**src/hw/rtl/cts_pkg.sv**
```systemverilog
// ----------------------------------------------------------------------------
// cts_pkg: shared types, codes and helpers of the clock time-setting unit
// Holds the packed clock state, the button event codes and the small step
// and hour-conversion functions used by the next-state logic.
// ----------------------------------------------------------------------------
`default_nettype none

package cts_pkg;

	localparam int FUNC_W     = 4;
	localparam int STATE_W    = 36;
	localparam int IN_DATA_W  = 40;
	localparam int OUT_DATA_W = 40;
	localparam int PAD_W      = OUT_DATA_W - STATE_W;

	// Button event codes.
	localparam logic [FUNC_W-1:0] FN_HOUR_UP    = 4'd0;
	localparam logic [FUNC_W-1:0] FN_HOUR_DN    = 4'd1;
	localparam logic [FUNC_W-1:0] FN_MINUTE_UP  = 4'd2;
	localparam logic [FUNC_W-1:0] FN_MINUTE_DN  = 4'd3;
	localparam logic [FUNC_W-1:0] FN_DAY_UP     = 4'd4;
	localparam logic [FUNC_W-1:0] FN_DAY_DN     = 4'd5;
	localparam logic [FUNC_W-1:0] FN_MONTH_UP   = 4'd6;
	localparam logic [FUNC_W-1:0] FN_MONTH_DN   = 4'd7;
	localparam logic [FUNC_W-1:0] FN_YEAR_UP    = 4'd8;
	localparam logic [FUNC_W-1:0] FN_YEAR_DN    = 4'd9;
	localparam logic [FUNC_W-1:0] FN_MODE       = 4'd10;
	localparam logic [FUNC_W-1:0] FN_ALARM      = 4'd11;
	localparam logic [FUNC_W-1:0] FN_LOAD       = 4'd12;

	// Declared top down so that the hour lands in the lowest bits.
	typedef struct packed {
		logic       alarm_on;
		logic       alm_pm;
		logic [4:0] alarm_hour;
		logic       twelve_hour;
		logic [6:0] year;
		logic [3:0] month;
		logic [4:0] day;
		logic [5:0] minute;
		logic       pm;
		logic [4:0] hour;
	} state_t;

	typedef struct packed {
		logic       pm;
		logic [4:0] hour;
	} hour_t;

	localparam state_t STATE_RESET = '{
		alarm_on:    1'b0,
		alm_pm:      1'b0,
		alarm_hour:  5'd0,
		twelve_hour: 1'b0,
		year:        7'd0,
		month:       4'd1,
		day:         5'd1,
		minute:      6'd0,
		pm:          1'b0,
		hour:        5'd0
	};

	function automatic logic [6:0] step_up(input logic [6:0] v, input logic [6:0] lo,
			input logic [6:0] hi);
		if (v >= hi || v < lo) begin
			return lo;
		end
		return v + 7'd1;
	endfunction

	function automatic logic [6:0] step_down(input logic [6:0] v, input logic [6:0] lo,
			input logic [6:0] hi);
		if (v <= lo || v > hi) begin
			return hi;
		end
		return v - 7'd1;
	endfunction

	function automatic logic [6:0] days_in(input logic [3:0] m);
		logic [6:0] d;
		unique case (m)
			4'd2:                                   d = 7'd28;
			4'd1, 4'd3, 4'd5, 4'd7, 4'd8, 4'd10, 4'd12: d = 7'd31;
			default:                                d = 7'd30;
		endcase
		return d;
	endfunction

	// 12-hour step up: the 11-to-12 crossing flips AM/PM.
	function automatic hour_t hour12_up(input hour_t h);
		hour_t r;
		r = h;
		if (h.hour == 5'd0) begin
			r.hour = 5'd1;
		end else if (h.hour < 5'd11) begin
			r.hour = h.hour + 5'd1;
		end else if (h.hour == 5'd11) begin
			r.hour = 5'd12;
			r.pm   = ~h.pm;
		end else begin
			r.hour = 5'd1;
		end
		return r;
	endfunction

	function automatic hour_t hour12_down(input hour_t h);
		hour_t r;
		r = h;
		if (h.hour == 5'd12) begin
			r.hour = 5'd11;
			r.pm   = ~h.pm;
		end else if (h.hour >= 5'd2 && h.hour <= 5'd11) begin
			r.hour = h.hour - 5'd1;
		end else begin
			r.hour = 5'd12;
		end
		return r;
	endfunction

	// 12-hour to 24-hour; an out-of-range hour counts as 12.
	function automatic hour_t to_24(input hour_t h);
		hour_t      r;
		logic [4:0] v;
		v = (h.hour == 5'd0 || h.hour > 5'd12) ? 5'd12 : h.hour;
		r.pm = 1'b0;
		if (h.pm) begin
			r.hour = (v == 5'd12) ? 5'd12 : v + 5'd12;
		end else begin
			r.hour = (v == 5'd12) ? 5'd0 : v;
		end
		return r;
	endfunction

	// 24-hour to 12-hour; an hour above 23 counts as 23.
	function automatic hour_t to_12(input hour_t h);
		hour_t      r;
		logic [4:0] v;
		v = (h.hour > 5'd23) ? 5'd23 : h.hour;
		if (v == 5'd0) begin
			r.hour = 5'd12;
			r.pm   = 1'b0;
		end else if (v < 5'd12) begin
			r.hour = v;
			r.pm   = 1'b0;
		end else if (v == 5'd12) begin
			r.hour = 5'd12;
			r.pm   = 1'b1;
		end else begin
			r.hour = v - 5'd12;
			r.pm   = 1'b1;
		end
		return r;
	endfunction

endpackage

`default_nettype wire

```
**src/hw/rtl/cts_step.sv**
```systemverilog
// ----------------------------------------------------------------------------
// cts_step: next-state logic of the clock time-setting unit
// Applies one button event to the current clock state in a single pass.
// ----------------------------------------------------------------------------
`default_nettype none

module cts_step
	import cts_pkg::*;
(
	input  wire logic [FUNC_W-1:0] func,
	input  wire state_t            load,
	input  wire state_t            cur,
	output state_t                 nxt
);

	hour_t clk_h;
	hour_t alm_h;
	hour_t clk_up;
	hour_t clk_dn;

	assign clk_h  = '{pm: cur.pm, hour: cur.hour};
	assign alm_h  = '{pm: cur.alm_pm, hour: cur.alarm_hour};
	assign clk_up = hour12_up(clk_h);
	assign clk_dn = hour12_down(clk_h);

	always_comb begin
		hour_t c;
		hour_t a;
		c   = clk_h;
		a   = alm_h;
		nxt = cur;
		unique case (func)
			FN_HOUR_UP: begin
				if (cur.twelve_hour) begin
					nxt.hour = clk_up.hour;
					nxt.pm   = clk_up.pm;
				end else begin
					nxt.hour = 5'(step_up({2'b0, cur.hour}, 7'd0, 7'd23));
				end
			end
			FN_HOUR_DN: begin
				if (cur.twelve_hour) begin
					nxt.hour = clk_dn.hour;
					nxt.pm   = clk_dn.pm;
				end else begin
					nxt.hour = 5'(step_down({2'b0, cur.hour}, 7'd0, 7'd23));
				end
			end
			FN_MINUTE_UP: nxt.minute = 6'(step_up({1'b0, cur.minute}, 7'd0, 7'd59));
			FN_MINUTE_DN: nxt.minute = 6'(step_down({1'b0, cur.minute}, 7'd0, 7'd59));
			FN_DAY_UP:    nxt.day = 5'(step_up({2'b0, cur.day}, 7'd1, days_in(cur.month)));
			FN_DAY_DN:    nxt.day = 5'(step_down({2'b0, cur.day}, 7'd1, days_in(cur.month)));
			FN_MONTH_UP:  nxt.month = 4'(step_up({3'b0, cur.month}, 7'd1, 7'd12));
			FN_MONTH_DN:  nxt.month = 4'(step_down({3'b0, cur.month}, 7'd1, 7'd12));
			FN_YEAR_UP:   nxt.year = step_up(cur.year, 7'd0, 7'd99);
			FN_YEAR_DN:   nxt.year = step_down(cur.year, 7'd0, 7'd99);
			FN_MODE: begin
				// Clock and alarm hours are converted the same way.
				if (cur.twelve_hour) begin
					c = to_24(clk_h);
					a = to_24(alm_h);
				end else begin
					c = to_12(clk_h);
					a = to_12(alm_h);
				end
				nxt.hour        = c.hour;
				nxt.pm          = c.pm;
				nxt.alarm_hour  = a.hour;
				nxt.alm_pm      = a.pm;
				nxt.twelve_hour = ~cur.twelve_hour;
			end
			FN_ALARM: nxt.alarm_on = ~cur.alarm_on;
			FN_LOAD: begin
				nxt        = load;
				nxt.pm     = load.twelve_hour & load.pm;
				nxt.alm_pm = load.twelve_hour & load.alm_pm;
			end
			default: nxt = cur;
		endcase
	end

endmodule

`default_nettype wire

```
**src/hw/rtl/clock_time_setting_unit_top.sv**
```systemverilog
// ----------------------------------------------------------------------------
// clock_time_setting_unit_top: clock time-setting unit
// Holds the clock and alarm settings and applies one button event per transfer.
// ----------------------------------------------------------------------------
// Each input transfer carries one button event (s_tuser) and the values used
// by a load (s_tdata); each event produces exactly one output transfer with
// the complete clock state after the event. An event is registered, applied
// to the state by one pass of next-state logic, and the result lands in the
// output register, from which it is offered; one event is taken every cycle
// while the output side keeps up. The state update of one event feeds the next
// directly, which is the loop that sets that rate.
`default_nettype none

module clock_time_setting_unit_top
	import cts_pkg::*;
(
	input  wire logic                  clk,
	input  wire logic                  arst_n,

	input  wire logic                  s_tvalid,
	output logic                       s_tready,
	// tdata: new_hour, new_pm, new_minute, new_day, new_month, new_year,
	// new_twelve_hour, new_alarm_hour, new_alm_pm, new_alarm_on, zero pad
	input  wire logic [IN_DATA_W-1:0]  s_tdata,
	// tuser: func
	input  wire logic [FUNC_W-1:0]     s_tuser,

	output logic                       m_tvalid,
	input  wire logic                  m_tready,
	// tdata: hour, pm, minute, day, month, year, twelve_hour, alarm_hour,
	// alm_pm, alarm_on, zero pad
	output logic [OUT_DATA_W-1:0]      m_tdata
);

	logic              valid_s1;
	logic [FUNC_W-1:0] func_s1;
	state_t            load_s1;
	state_t            state_q;
	state_t            state_nxt;
	state_t            res_nxt;
	state_t            res_s2;
	logic              valid_s2;
	logic              advance;

	// The staged event moves on whenever the output register is free or drains.
	assign advance  = valid_s1 & (~valid_s2 | m_tready);
	assign s_tready = ~valid_s1 | advance;

	cts_step u_step (
		.func (func_s1),
		.load (load_s1),
		.cur  (state_q),
		.nxt  (state_nxt)
	);

	always_comb begin
		res_nxt        = state_nxt;
		res_nxt.pm     = state_nxt.twelve_hour & state_nxt.pm;
		res_nxt.alm_pm = state_nxt.twelve_hour & state_nxt.alm_pm;
	end

	always_ff @(posedge clk or negedge arst_n) begin
		if (!arst_n) begin
			valid_s1 <= 1'b0;
			valid_s2 <= 1'b0;
			state_q  <= STATE_RESET;
		end else begin
			if (s_tready) begin
				valid_s1 <= s_tvalid;
			end
			if (advance) begin
				valid_s2 <= 1'b1;
				state_q  <= state_nxt;
			end else if (m_tready) begin
				valid_s2 <= 1'b0;
			end
		end
	end

	always_ff @(posedge clk) begin
		if (s_tready && s_tvalid) begin
			func_s1 <= s_tuser;
			load_s1 <= state_t'(s_tdata[STATE_W-1:0]);
		end
		if (advance) begin
			res_s2 <= res_nxt;
		end
	end

	assign m_tvalid = valid_s2;
	assign m_tdata  = {{PAD_W{1'b0}}, res_s2};

endmodule

`default_nettype wire

```
**config.mk**
```make
export PLATFORM = sky130hd
export DESIGN_NAME = clock_time_setting_unit_top
export DESIGN_NICKNAME = d
export VERILOG_FILES = /design/src/hw/rtl/cts_pkg.sv /design/src/hw/rtl/cts_step.sv /design/src/hw/rtl/clock_time_setting_unit_top.sv
export SDC_FILE = /design/constraint.sdc
export NUM_CORES = 1
export LEC_CHECK = 0
export ABC_AREA = 1
export BUFFER_PORTS_ARGS = -buffer_cell sky130_fd_sc_hd__buf_2
export CAP_MARGIN = 10
export CORE_UTILIZATION = 45
export CTS_CLUSTER_DIAMETER = 60
export CTS_CLUSTER_SIZE = 40
export DETAILED_ROUTE_END_ITERATION = 8
export HOLD_SLACK_MARGIN = 0.03
export SLEW_MARGIN = 20
export SYNTH_ARGS = -nofsm -noshare
export SYNTH_HDL_FRONTEND = slang
export SYNTH_SLANG_ARGS = --single-unit
```
**constraint.sdc**
```tcl
create_clock -name clk -period 2.89 [get_ports clk]
set_input_delay 0.289 -clock clk [delete_from_list [all_inputs] [get_ports clk]]
set_output_delay 0.289 -clock clk [all_outputs]
set_load 0.02 [all_outputs]
```
### Yosys cells after proc, flatten, opt, wreduce, memory -nomap -nowiden

Memories as Yosys holds them, arrays and structs flattened.
Index checks and enable logic that the tools add are counted.

* register bits: 114
* memory bits (read-only): 64
* input bits: 48
* output and inout bits: 42
* word-level logic and storage cells: 210
* memories: 2

Memory list
* (name not given): words 16, width 2, read ports 1, clocked after Yosys merged registers in 0, write ports 0, line cts_pkg.sv:81 `unique case (m)`
* (name not given): words 16, width 2, read ports 1, clocked after Yosys merged registers in 0, write ports 0, line cts_pkg.sv:81

* $add $sub $neg: 16
* order comparisons: 27
* equal/unequal tests: 18
* multiplexer cells: 84
* bitwise gates (word level): 12
* reduce and logical (&&, ||, !) cells: 18

Operators by type and width (count)
* 2-to-1 mux 5 bit: 26
* 2-to-1 mux 6 bit: 10
* 2-to-1 mux 7 bit: 6
* == test 5 x 4 -> 1 bit (second input constant): 6
* 2-to-1 mux 1 bit: 30
* one-hot mux 6 bit (4 select lines): 1
* one-hot mux 7 bit (3 select lines): 1
* == test 4 bit (second input constant): 5
* logical NOT 5 bit: 4
* 2-to-1 mux 4 bit: 5
* one-hot mux 6 bit (3 select lines): 1
* == test 4 x 3 -> 1 bit (second input constant): 4
* adder 5 x 1 -> 5 bit (second input constant): 3
* greater-than comparator 5 bit (second input constant): 3
* < comparator 5 x 4 -> 1 bit (second input constant): 3
* one-hot mux 5 bit (3 select lines): 1
* subtractor 5 x 1 -> 5 bit (second input constant): 3
* one-hot mux 7 bit (2 select lines): 1
* one-hot mux 4 bit (3 select lines): 1
* adder 5 x 4 -> 5 bit (second input constant): 2
* greater-than comparator 5 x 4 -> 1 bit (second input constant): 2
* less-or-equal comparator 5 x 1 -> 1 bit (second input constant): 2
* logical OR 1 bit: 10
* subtractor 5 x 4 -> 5 bit (second input constant): 2
* other kinds (32): 43

### Logic depth before layout (Yosys ltp)

Gate-level depths: netlist of the first run.

* word-level depth: 9
* depth in mapped cells: 18
* gate-level depth less buffers: 17

### Hierarchy

A second synthesis of the first run with hierarchy kept.

* cells, all modules: 805
* area total of the unflattened synthesis: 6796.5 um2

Modules (own cells, without submodules)
* clock_time_setting_unit_top: instances 1, cells an instance 252, area an instance 3885.0 um2, sequential area each 3235.6 um2
* cts_step: instances 1, cells an instance 553, area an instance 2911.5 um2, sequential area each 0.0 um2

### Least setup slack after synthesis of the first run

No wires, ideal clock.

* path type: reg-to-reg
* start point: register state_q[17] (netlist bit)
* end point: register res_s2 (netlist bit m_tdata[13]) (data pin)
* library setup time: 0.255 ns
* arrival: 2.273 ns
* required time: 2.635 ns
* path slack: 0.362 ns
* stages on the path, launching flop included: 14
* buffers on the path: 0
* clock period less this slack: 2.528 ns
* cells stage by stage: dfstp_2 inv_1 ha_1 or2_2 nand2_1 inv_1 ha_1 nand2_1 nor2_1 nand3b_1 nor2_1 a21oi_1 nand3b_1 and2_1

RTL lines
* start: declaration: line clock_time_setting_unit_top.sv:38 `state_t state_q;`
* start signal: assignment: line clock_time_setting_unit_top.sv:73 `state_q <= state_nxt;`
* end signal: assignment: line clock_time_setting_unit_top.sv:86 `res_s2 <= res_nxt;`
* end: declaration: line clock_time_setting_unit_top.sv:41 `state_t res_s2;`

==> reports/results.txt, run 1 <==
Worst min path class - in2reg
Setup ws final - 164 ps
Stages on the worst setup path - 13
FFs w/ async S/R, synth - 33.3%
Routed wl met3 - 731 microns
FF-to-FF End - m_tdata[13]
# H-tree levels - 4
First-pass iteration count of the detailed router - 5
CP Capture Point - m_tdata[13]
DP HPWL - 11500 microns
Status - complete, no violations
Via count - 5976
Grt total ovfl - 0
Synth cell types - 51
Sequential area share after synthesis - 45.0%
Root Driver - clkbuf_16
Clock latency on the worst-skew pair - 420 ps
Clock transition at path regs - 50 ps
Slew Limit Fails - 0
Fmax - 0.367 GHz
YS warnings - 0
Post-synth EDFFs - 76
Worst vdd ir - 0.000521 V
Unrepaired setup endpoints after global routing - yes
CP max stage delay - 600 ps
R2R setup slack - 160 ps
Cell count after synthesis - 859
Final hold vios - 0
Final setup violation count - 0
Initial drt markers - 416
RD Place Congestion - 0.929
Die Span Y - 128 microns
FF+latch count, synth - 114
Crit-path slowest cell - dfstp_2
Input/output buffers - 81
CP Max Fanout - 8
Setup Skew - 7.67 ps
Number of setup buffers added after CTS - 0
Cells after DPL - 1137
Initial core utilization - 46.7%
Vias in the first global route - 5574
Io pins - 90
Post-route DRC - 0
Die X - 128 microns
Most used DFF post-synth - edfxtp_1
FF-to-FF path depth - 13
CORE AREA - 0.0154 sq mm
CTS buffer count - 17
Crit path launch - state_q[17]
Die ar. - 0.0165 sq mm
DR WL met2 - 7810 microns
Layout cells sized above 1 - 20.0%
Clock tree sinks - 114
Setup CP Type - reg2reg
Data arrival time of the worst path - 2900 ps
CP Buf/Inv Count - 2
Worst Tran Pin Value - 932 ps
Max Used Layer - met4
Syn Area/Cell - 8.38 sq um
M1 WL - 7850 microns
Cell Area, Synth - 0.00720 sq mm
Critical path endpoint category - flip-flop
CP Launch Type - flip-flop
Req. time, crit path - 3070 ps
Final wirelength - 16600 microns
Clock Path Buffers - 2
PD cells - 974 mW/mm^2
First-pass GRT wire length - 27400 microns
ANT cells - 0
Initial antenna violation count - 0
Fin crit period - 2730 ps
CTS tree - built
Worst r2r src - state_q[17]
Detail Route Antenna Nets - 0
Slew margin rel. - 37.8%
Via-to-Cell Ratio - 5.03
Pre-CTS setup slack - 169 ps
CP cell instances - inv_1 > ha_1 > or2_2 > nand2_1 > inv_1 > ha_1 > nand2_1 > nor2_1 > nand3b_1 > nor2_1 > a21oi_1 > nand3b_1 > and2_1
Area grow syn2layout - 18.8%
Site Rows - 45
Final-stage net count - 1041
Crit path max-delay family - simple AND/OR/NAND/NOR gates
Pin count of the biggest net entering global routing - 41
Final non-filler cell total - 1187
Total global-route track usage - 21.7%
Static Leak - 3.93 nW
Drt wl/cell - 14.0 microns
Period utilization - 94.3%
Max_cap viols - 0
-- cell usage after synthesis (7+ instances only) --
library cell / count / area, sq um
buf_4: 7 / 52.6
ha_1: 30 / 375
inv_2: 13 / 48.8
nand3_2: 7 / 70.1
nand2_1: 245 / 920
o21ai_1: 11 / 55.1
xor2_1: 19 / 166
a21oi_1: 18 / 90.1
dfrtp_1: 36 / 901
edfxtp_1: 76 / 2280
nand4_1: 21 / 131
nand3_1: 73 / 365
nor2_1: 57 / 214
inv_1: 93 / 349
nand2_2: 9 / 56.3
buf_2: 11 / 55.1
o21ai_0: 45 / 225
-- stage by stage --
step | TNS [ps] | cell area [sq um] | total power, mW | util (%) | hold WS, ps
3_5_place_dp | 0 | 7790 | 6.25 | 50.5 | 467
6_report | 0 | 8550 | 8.32 | 55.4 | 41.3
3_3_place_gp | 0 | 7790 | 6.25 | 50.5 | 465
5_1_grt | -3.34 | 8550 | 9.01 | 55.4 | 30.3
2_1_floorplan | 0 | 7210 | 5.40 | - | -6.59
4_1_cts | 0 | 8470 | 8.34 | 54.9 | 30.2
-- layer usage --
layer	GRT usage, %	vias up
met5	0	-
met3	5.03	16
met4	7.96	0
met1	28.5	2759
met2	35.0	149
li1	-	3052
-- how the worst min path moves through the flow --
stage,slack (ps),end,start,depth (start not counted)
2_1_floorplan,-7,m_tvalid,arst_n,0
3_3_place_gp,470,load_s1[19],s_tdata[19],1
3_5_place_dp,470,load_s1[24],s_tdata[24],1
4_1_cts,30,load_s1[6],s_tdata[6],1
5_1_grt,30,load_s1[4],s_tdata[4],1
6_report,40,load_s1[29],s_tdata[29],1
-- sequential cells by signal, summed over array words and instances (netlist names) --
signal    cells
load_s1      36
m_tvalid      1
m_tdata      36
valid_s1      1
func_s1       4
state_q      36
-- placed cells by master (no fill, tap or decap), types with 7 or more instances in the layout --
| cell type | count |
|---|---|
| inv_1 | 92 |
| o21ai_0 | 45 |
| o21ai_1 | 11 |
| nand3_1 | 73 |
| edfxtp_1 | 76 |
| clkbuf_16 | 17 |
| ha_1 | 30 |
| dlygate4sd3_1 | 18 |
| nand4_1 | 21 |
| nor2_1 | 56 |
| nand2_2 | 9 |
| xor2_1 | 19 |
| inv_2 | 13 |
| nand3_2 | 7 |
| nand2_1 | 245 |
| buf_2 | 80 |
| buf_4 | 9 |
| a21oi_1 | 18 |
| dfrtp_1 | 36 |
-- final cells by class --
cell class	instances	area (sq um)
clock buffer	23	468
clock inverter	9	106
fill	1480	6880
inverter	111	424
multi-input combinational	611	3380
sequential	114	3240
tap	211	264
timing repair buffer	108	668
-- repair_timing --
| action | CTS | global route |
|---|---|---|
| resized for setup | 0 | 1 |
| endpoints found under the setup margin | 0 | 3 |
| hold endpoints to repair | 11 | 42 |
| hold buffers | 11 | 7 |
-- power by group --
| part | switching, mW | internal (mW) |
|---|---|---|
| Sequential | 0.410 | 2.26 |
| Combinational | 2.35 | 1.26 |
| Clock | 0.735 | 1.31 |
-- logic make-up (layout without fill, tap and decap cells) --
logic type                 count (synthesis)  in the layout  synth area share (%)
buffers and inverters                    137            251                  8.22
and+or+nand+nor                          449            449                  29.4
DFF                                      114            114                  45.0
AOI/OAI and AO/OA                        108            108                  9.74
xor gates and xnor gates                  20             20                  2.43
other                                      1              4                0.0521
adders and majority gates                 30             30                  5.22
Note: power is estimated with default switching activity, not from simulation.
==> inputs of run 2 (changes only) <==
Settings changed: CORE_UTILIZATION 45 to 59, PLACE_DENSITY set to 0.81.
Clock period 2.89 ns to 2.7 ns, I/O delays scaled along.
==> run 2 against run 1 <==
Register-to-register slack got worse by 30 ps. Critical path depth unchanged. Final cell count decreased by 4.2%. Sequential power increased by 7%. Setup slack got worse by 25 ps. Hold slack got worse by 22 ps. Sequential share of layout area decreased by 0.71 points. Wire length increased by 4.6%. Fmax increased by 6.4%. First-iteration DRC count decreased by 7.5%. Flip-flop and latch count unchanged. Largest cell class unchanged.
==> reports/results.txt, run 2 (synthesis gave the netlist of run 1 again) <==
Unrepaired setup endpoints after global routing - no
Placed Area - 0.00775 sq mm (-0.56%)
Final-stage net count - 1059 (+1.7%)
Die ar. - 0.0126 sq mm (-23%)
First-pass iteration count of the detailed router - 5 (unchanged)
Setup Skew - 7.75 ps (+0.0785 ps)
Via count - 6258 (+4.7%)
Initial antenna violation count - 0 (unchanged)
ANT cells - 0 (unchanged)
Clock transition at path regs - 60 ps (about the same)
Vias in the first global route - 5955 (+6.8%)
Site Rows - 39 (-13%)
Fin crit period - 2560 ps (-165 ps)
Pin count of the biggest net entering global routing - 39 (-4.9%)
Area grow syn2layout - 21.1%
Most common cell after layout, fill and taps aside - nand2_1
Worst Tran Pin Value - 999 ps (+67.1 ps)
Fmax - 0.390 GHz (+6.4%)
Worst vdd ir - 0.000649 V (+25%)
Req. time, crit path - 2870 ps (-200 ps)
RD Place Congestion - 0.960 (+3.4%)
CTS tree - built
Total global-route track usage - 29.1% (+7.4 points)
Setup CP Type - reg2reg
Detail Route Antenna Nets - 0 (unchanged)
Root Driver - clkbuf_16
Most frequent cells in the layout - 245 x nand2_1, 93 x inv_1, 81 x buf_2
Critical path endpoint category - flip-flop
Final wirelength - 17400 microns (+4.6%)
Initial drt markers - 385 (-7.5%)
FF-to-FF path depth - 13 (unchanged)
DP HPWL - 11400 microns (-0.96%)
Via-to-Cell Ratio - 5.50 (+9.3%)
Slew Limit Fails - 0 (unchanged)
Die Span Y - 112 microns (-12%)
Final TNS setup - 0 ps (unchanged)
Clock tree sinks - 114 (unchanged)
Grt total ovfl - 0 (unchanged)
CTS buffer count - 17 (unchanged)
Layout cells sized above 1 - 20.2% (+0.24 points)
Drt wl/cell - 15.3 microns (+9.2%)
Worst min path class - in2async
First-pass GRT wire length - 28300 microns (+3.4%)
Static Leak - 4.04 nW (+2.7%)
Slew margin rel. - 33.4% (-4.4 points)
Initial core utilization - 61.7% (+15 points)
Number of setup buffers added after CTS - 0 (unchanged)
Max_cap viols - 0 (unchanged)
Post-route cell area - 0.00871 sq mm (+1.9%)
Die X - 112 microns (-12%)
Status - complete, no violations
CP Launch Type - flip-flop
CORE AREA - 0.0117 sq mm (-24%)
Final hold vios - 0 (unchanged)
Clock Path Buffers - 2 (unchanged)
Io pins - 90 (unchanged)
Period utilization - 94.9% (+0.54 points)
Pre-CTS setup slack - 127 ps (-42.5 ps)
# H-tree levels - 4 (unchanged)
PD cells - 1070 mW/mm^2 (+9.6%)
Clock latency on the worst-skew pair - 420 ps (about the same)
Setup ws final - 139 ps (-25.4 ps)
R2R setup slack - 140 ps (-30 ps)
Post-route DRC - 0 (unchanged)
CP Max Fanout - 4 (-4)
Input/output buffers - 81 (unchanged)
Data arrival time of the worst path - 2730 ps (-170 ps)
Final setup violation count - 0 (unchanged)
==> run 2: worst paths after layout <==
kind,endpoint,startpoint
worst max-delay path,m_tdata[13],state_q[17]
worst min-delay path,state_q[4],arst_n
worst max register to register,m_tdata[13],state_q[17]
worst min register to register,state_q[31],state_q[31]
max in group asynchronous,state_q[14],arst_n
min in group clk,load_s1[32],s_tdata[32]
==> run 2: cell type report <==
class	count	area, sq um
multi-input combinational	611	3390
sequential	114	3240
fill	827	2950
timing repair buffer	126	848
clock buffer	18	429
inverter	111	423
clock inverter	14	210
tap	143	179
==> run 2: timing repair <==
item,in CTS,in global routing
hold buffers,30,2
endpoints found under the hold margin,30,2
gates resized for setup,0,3
endpoints found under the setup margin,0,2
==> run 2: where the power goes <==
group / leakage [nW] / internal, mW / switching [mW] / total (mW)
logic: 2.51 / 1.39 / 2.61 / 4.00
registers: 1.23 / 2.41 / 0.436 / 2.85
clock network: 0.298 / 1.63 / 0.811 / 2.44
total: 4.04 / 5.43 / 3.86 / 9.29
==> run 2: through the flow <==
| step | instances | power (mW) | util (%) | hold slack (ps) |
|---|---|---|---|---|
| 6_report | 1137 | 9.29 | 74.7 | 19.3 |
| 5_1_grt | 1137 | 9.94 | 74.7 | 33.2 |
| 4_1_cts | 1135 | 9.23 | 74.5 | 30.0 |
| 3_5_place_dp | 1073 | 6.71 | 66.4 | 448 |
| 3_3_place_gp | 1073 | 6.63 | 66.4 | 446 |
| 2_1_floorplan | 862 | 5.79 | - | -25.6 |
==> run 2: worst max-delay path, stage by stage (launching register included) <==
cell	delay (ps)
dfstp_2	540
inv_1	70
ha_1	200
or2_4	260
nand2_1	80
inv_1	50
ha_1	260
nand2_1	80
nor2_2	100
nand3b_1	200
nor2_1	60
a21oi_1	130
nand3b_1	120
and2_1	150
==> run 2: layer usage <==
layer  global-route usage (%)  vias to the layer above  routed length, microns
li1                         -                     3090                       -
met1                     35.4                     2871                    7180
met2                     50.3                      264                    8690
met3                     6.86                       33                    1170
met4                     11.1                        0                     344
met5                        0                        -                       0
